===== src/design/sorted_key_table_binary_search_assert.svh =====
// Assertion macros for the sorted key table
`ifndef SORTED_KEY_TABLE_BINARY_SEARCH_ASSERT_SVH
`define SORTED_KEY_TABLE_BINARY_SEARCH_ASSERT_SVH

// holds an implication on every clock edge outside reset
`define SKT_ASSERT_IMP(label, clk, rstn, ante, cons, msg) \
    label: assert property (@(posedge clk) disable iff (!(rstn)) (ante) |-> (cons)) \
        else $error(msg);

// holds a condition in the cycle after a trigger
`define SKT_ASSERT_NEXT(label, clk, rstn, ante, cons, msg) \
    label: assert property (@(posedge clk) disable iff (!(rstn)) (ante) |=> (cons)) \
        else $error(msg);

`endif


===== src/design/skt_pkg.sv =====
`default_nettype none
package skt_pkg;
    typedef enum logic [1:0] {
        CMD_LOAD   = 2'd0,
        CMD_SORT   = 2'd1,
        CMD_LOOKUP = 2'd2,
        CMD_NONE   = 2'd3
    } cmd_t;

    typedef enum logic [1:0] {
        ST_DONE      = 2'd0,
        ST_FOUND     = 2'd1,
        ST_NOT_FOUND = 2'd2,
        ST_FULL      = 2'd3
    } status_t;

    typedef enum logic [3:0] {
        B_IDLE,
        B_LOAD,
        B_SRCH_RD,
        B_SRCH_WAIT,
        B_SRCH_CMP,
        B_SORT_NEXT,
        B_SORT_RDI,
        B_SORT_RDJ,
        B_SORT_WAIT,
        B_SORT_CMP,
        B_SORT_PUT,
        B_OUT
    } bstate_t;

    localparam int KEY_W = 64;
    localparam int TAG_W = 16;
    localparam int IDX_W = 10;
endpackage
`default_nettype wire


===== src/design/skt_front.sv =====
`default_nettype none
// Two-entry command queue in front of the engine
module skt_front (
    input  wire                  aclk,
    input  wire                  aresetn,
    input  wire                  in_valid,
    output logic                 in_ready,
    input  wire  [1:0]           in_cmd,
    input  wire  [63:0]          in_key,
    input  wire  [15:0]          in_tag,
    output logic                 q_valid,
    input  wire                  q_ready,
    output skt_pkg::cmd_t        q_cmd,
    output logic [63:0]          q_key,
    output logic [15:0]          q_tag
);
    import skt_pkg::*;

    logic [81:0] q_mem_reg [2];
    logic        wr_ptr_reg, rd_ptr_reg;
    logic [1:0]  cnt_reg;
    logic        push, pop;

    assign in_ready = (cnt_reg != 2'd2);
    assign q_valid  = (cnt_reg != 2'd0);
    assign push     = in_valid && in_ready;
    assign pop      = q_valid && q_ready;
    assign q_cmd    = cmd_t'(q_mem_reg[rd_ptr_reg][81:80]);
    assign q_key    = q_mem_reg[rd_ptr_reg][79:16];
    assign q_tag    = q_mem_reg[rd_ptr_reg][15:0];

    always_ff @(posedge aclk) begin
        if (push) begin
            q_mem_reg[wr_ptr_reg] <= {in_cmd, in_key, in_tag};
        end
        if (!aresetn) begin
            wr_ptr_reg <= 1'b0;
            rd_ptr_reg <= 1'b0;
            cnt_reg    <= 2'd0;
        end else begin
            if (push) wr_ptr_reg <= ~wr_ptr_reg;
            if (pop) rd_ptr_reg <= ~rd_ptr_reg;
            cnt_reg <= cnt_reg + {1'b0, push} - {1'b0, pop};
        end
    end
endmodule
`default_nettype wire


===== config.mk =====
export PLATFORM = sky130hd
export DESIGN_NAME = skt_front
export DESIGN_NICKNAME = d
export VERILOG_FILES = /design/src/design/sorted_key_table_binary_search_assert.svh /design/src/design/skt_pkg.sv /design/src/design/skt_front.sv
export SDC_FILE = /design/constraint.sdc
export NUM_CORES = 1
export LEC_CHECK = 0
export CAP_MARGIN = 20
export CORE_ASPECT_RATIO = 0.7
export CORE_MARGIN = 2
export CORE_UTILIZATION = 62
export DETAILED_ROUTE_END_ITERATION = 12
export DONT_BUFFER_PORTS = 1
export PLACE_DENSITY = 0.77
export REMOVE_ABC_BUFFERS = 1
export SYNTH_ARGS = -nofsm -noshare
export SYNTH_HDL_FRONTEND = slang
export SYNTH_SLANG_ARGS = --single-unit
export TNS_END_PERCENT = 50

===== constraint.sdc =====
create_clock -name aclk -period 5 [get_ports aclk]
set_input_delay 0.5 -clock aclk [delete_from_list [all_inputs] [get_ports aclk]]
set_output_delay 0.5 -clock aclk [all_outputs]
set_load 0.02 [all_outputs]

-- Word level (Yosys, flattened, before mapping)
Memories as Yosys holds them, arrays and structs flattened. A register that Yosys moved wholly into a read port is not among the register bits.
Cells that the tools add are included.
- add/sub/neg operators: 2
- equality and inequality tests: 1
- mux-type cells: 4
- bitwise gates (word level): 2
- reductions and logical operators: 3
- operator list (cell ; number):
    $mux 1 ; 4
    $add 2x1->2 ; 1
    $logic_and 1x1->1 ; 2
    $ne 2x2->1 const B ; 1
    $not 1->1 ; 2
    $reduce_bool 2->1 ; 1
    $sub 2x1->2 ; 1
- bits in registers: 4
- memory bits (writable): 164
- input bits: 86
- output and inout bits: 84
- memories: 1
- memory list (memory ; depth ; bits a word ; rd ports ; clocked after Yosys merged registers in ; wr ports ; line ; RTL):
    q_mem_reg ; 2 ; 82 ; 1 ; 1 ; 1 ; skt_front.sv:19 ; logic [81:0] q_mem_reg [2];

-- Longest topological paths before layout
- depth in word-level cells: 4
- depth in mapped cells: 8

-- Worst setup path after synthesis
Ideal clock, no wire load.
- kind: register to register
- start point: register cnt_reg[0]
- end point: memory q_mem_reg[0][0], enable pin
- library setup time: 523 ps
- arrival: 4176 ps
- setup slack: 301 ps
- stages on the path, launching flop included: 4
- clock period less this slack: 4699 ps
- path through: dfxtp_1 -> nand2b_1 -> nand2_1 -> nor2_1
- cells in the longest elaborated chain, start to end: 4
- RTL lines (element ; line ; RTL):
    start: declaration ; skt_front.sv:21 ; logic [1:0] cnt_reg;
    start signal: assignment ; skt_front.sv:43 ; cnt_reg <= cnt_reg + {1'b0, push} - {1'b0, pop};
    $ne 2x2->1 ; skt_front.sv:24 ; assign in_ready = (cnt_reg != 2'd2);
    named net in_ready ; skt_front.sv:7 ; output logic in_ready,
    $logic_and 1x1->1 ; skt_front.sv:26 ; assign push = in_valid && in_ready;
    $mux 1 ; skt_front.sv:33 ; if (push) begin
    $mux 1 (implied by the code) ; skt_front.sv:34 ; q_mem_reg[wr_ptr_reg] <= {in_cmd, in_key, in_tag};
    end: declaration ; skt_front.sv:19 ;
The timed path passes the listed nets, and every way through them passes these cells.

==> results.sh <==
export IMPL_status="completed"
export IMPL_holdWs_ps=181.8
export IMPL_core_area_um2=10320
export IMPL_synth_area_top_cells="edfxtp_1 75%, mux2_4 18%, buf_12 2.4%"
export IMPL_finalCriticalPeriod_ps=2960
export IMPL_nets=381
export IMPL_worst_clock_skew_ps=5.873
export IMPL_clock_tree_buffer_depth=2
export IMPL_final_common_cell="edfxtp_1"
export IMPL_slowest_stage="dfxtp_4"
export IMPL_h_tree_depth=4
export IMPL_start_util_pct=63.52
export IMPL_drc=0
export IMPL_synth_cell_type_count=18
export IMPL_die_area_um2=11420
export IMPL_finalHoldViolCount=0
export IMPL_post_cts_buffers=0
export IMPL_power_mw=4.020
export IMPL_tightest_slew_ps=980.5
export IMPL_yosysTopAreaCell="edfxtp_1"
export IMPL_synth_cells=279
export IMPL_first_global_vias=2717
export IMPL_ir_drop_v=0.0003412
export IMPL_rsz0062_at_grt="no"
export IMPL_gp_congestion=0.7478
export IMPL_rrSetupSlack_ps=2940
export IMPL_cp_required_ps=4500
export IMPL_layout_cell_area_non_filler_um2=7176
export IMPL_die_x_um=126.9
export IMPL_fillers=630
export IMPL_worstSetupPathType="reg2out"
export IMPL_via_per_inst=5.737
export IMPL_cts_root_buffer="clkbuf_16"
export IMPL_hp_class="in2reg"
export IMPL_syn_area_um2=6554
export IMPL_portBuffers=0
export IMPL_final_cell_mix="164 x edfxtp_1, 80 x mux2_4, 17 x clkbuf_16, 4 x inv_6, 4 x dfxtp_1"
export IMPL_grt_usage_pct=17.82
export IMPL_drive_above_1_share_pct=39.22
export IMPL_yosysTopAreaCellShare_pct=75.14
export IMPL_clk_pin_slew_ps=70
export IMPL_max_cap_violations=0
export IMPL_first_pass_iters=4
export IMPL_rows=31
export IMPL_pin_count=170
export IMPL_clock_latency_ps=410
export IMPL_vias=2513
export IMPL_cp_end_kind="output port"
export IMPL_path_cells="buf_4 > mux2_4"
export IMPL_seq_area_frac_synth_pct=76.67
export IMPL_dpl_hpwl_um=6325
export IMPL_ctsResizeCount=0
export IMPL_final_cells=438
export IMPL_path_delay_family="flip-flops"
export IMPL_timing_final_ws_setup_ps=2040
export IMPL_relSlewSlack_pct=34.63
export IMPL_antenna_found_initial=0
export IMPL_seqCellArea_um2=5029
export IMPL_cts_tree="yes"
export IMPL_place_ws_ps=2470
export IMPL_drt_iter0_markers=184
export IMPL_multiInputGateArea_um2=1366
export IMPL_period_share_pct=59.20
export IMPL_dp_cells=404
export IMPL_worstPathArrival_ps=2460
export IMPL_grt_pass1_wl_um=14870
export IMPL_drt_total_wl_um=9913
export IMPL_max_freq_ghz=0.3379
export IMPL_synth_warnings=0
export IMPL_powerDensity_nw_per_um2=560.2
export IMPL_dpl_cell_area_um2=6591
export IMPL_cts_sinks=169
export IMPL_cpPeakStageDelay_ps=970
export IMPL_antenna_cells=0
export IMPL_critical_path_buf_inv_count=1
export IMPL_tns_ps=0
export IMPL_largest_reg_flops=164
export IMPL_fp_dieH_um=90.02
export IMPL_grt_ovfl_total=0
export IMPL_grt_max_degree=83
export IMPL_synth_seq_cells=169
export IMPL_postRouteAntennaNets=0
export IMPL_syn_to_final_growth_pct=9.488
export IMPL_cp_max_fo=52
export IMPL_fin_util_pct=69.55
export IMPL_wire_per_inst_um=22.63
export IMPL_post_synth_cell_area_avg_um2=23.49
export IMPL_numCtsBuffers=17
export IMPL_power_leakage_nw=2.509
export IMPL_hold_buffers=0
export IMPL_slew_violations=0
export IMPL_startpoint_type="flop"
export IMPL_setup_viol=0
layout make-up:
cell class	instances	share of cell area, %
sequential	169	70.08
multi-input combinational	100	19.04
clock buffer	18	5.981
tap	132	2.302
clock inverter	14	1.604
timing repair buffer	4	0.9416
inverter	1	0.05231
final timing paths:
kind,startpoint,end,depth (start not counted)
max reg2reg,cnt_reg[0]$_SDFF_PN0_,q_mem_reg[0][19]$_DFFE_PP_,5
min reg2reg,wr_ptr_reg$_SDFFE_PN0N_,wr_ptr_reg$_SDFFE_PN0N_,2
min,in_tag[2],q_mem_reg[0][2]$_DFFE_PP_,0
max,flop,q_key[20],2
routing by layer:
metal	track usage [%]	vias to the layer above	share of wire [%]	routed length [µm]
met5	0	-	0	0
met4	6.044	0	0.93	92
met3	13.27	6	15	1498
met2	25.81	135	45	4472
met1	20.62	1244	39	3851
li1	-	1128	-	-
worst register-to-register path, delay by kind of cell, from the launching register on:
kind	cells	cell delay, ps
and+or+nand+nor	3	790
DFF	1	370
buffers and inverters	2	540
synthesized netlist by cell type, drive strengths merged:
library cell / number
mux2i: 1
and3: 1
and2: 2
xnor2: 3
nand2b: 2
o21a: 1
or2: 1
inv: 1
nor2: 1
nand2: 2
buf: 9
dfxtp: 5
ha: 2
edfxtp: 164
mux2: 82
nor2b: 2
power by group:
group          internal, mW  switching [mW]
Sequential             1.78           0.127
Combinational         0.406           0.531
Clock                 0.647           0.529
kinds of logic (layout without fill, tap and decap cells):
logic type,Yosys count,in the layout,share of synthesized area (%)
buf+inv,10,37,2.673
mux,83,83,18.82
xor+xnor,3,3,0.4010
fa+ha+maj,2,2,0.3818
flops,169,169,76.67
compound gates,1,1,0.1146
simple gates,11,11,0.9355
(Power assumes the default switching activity.)
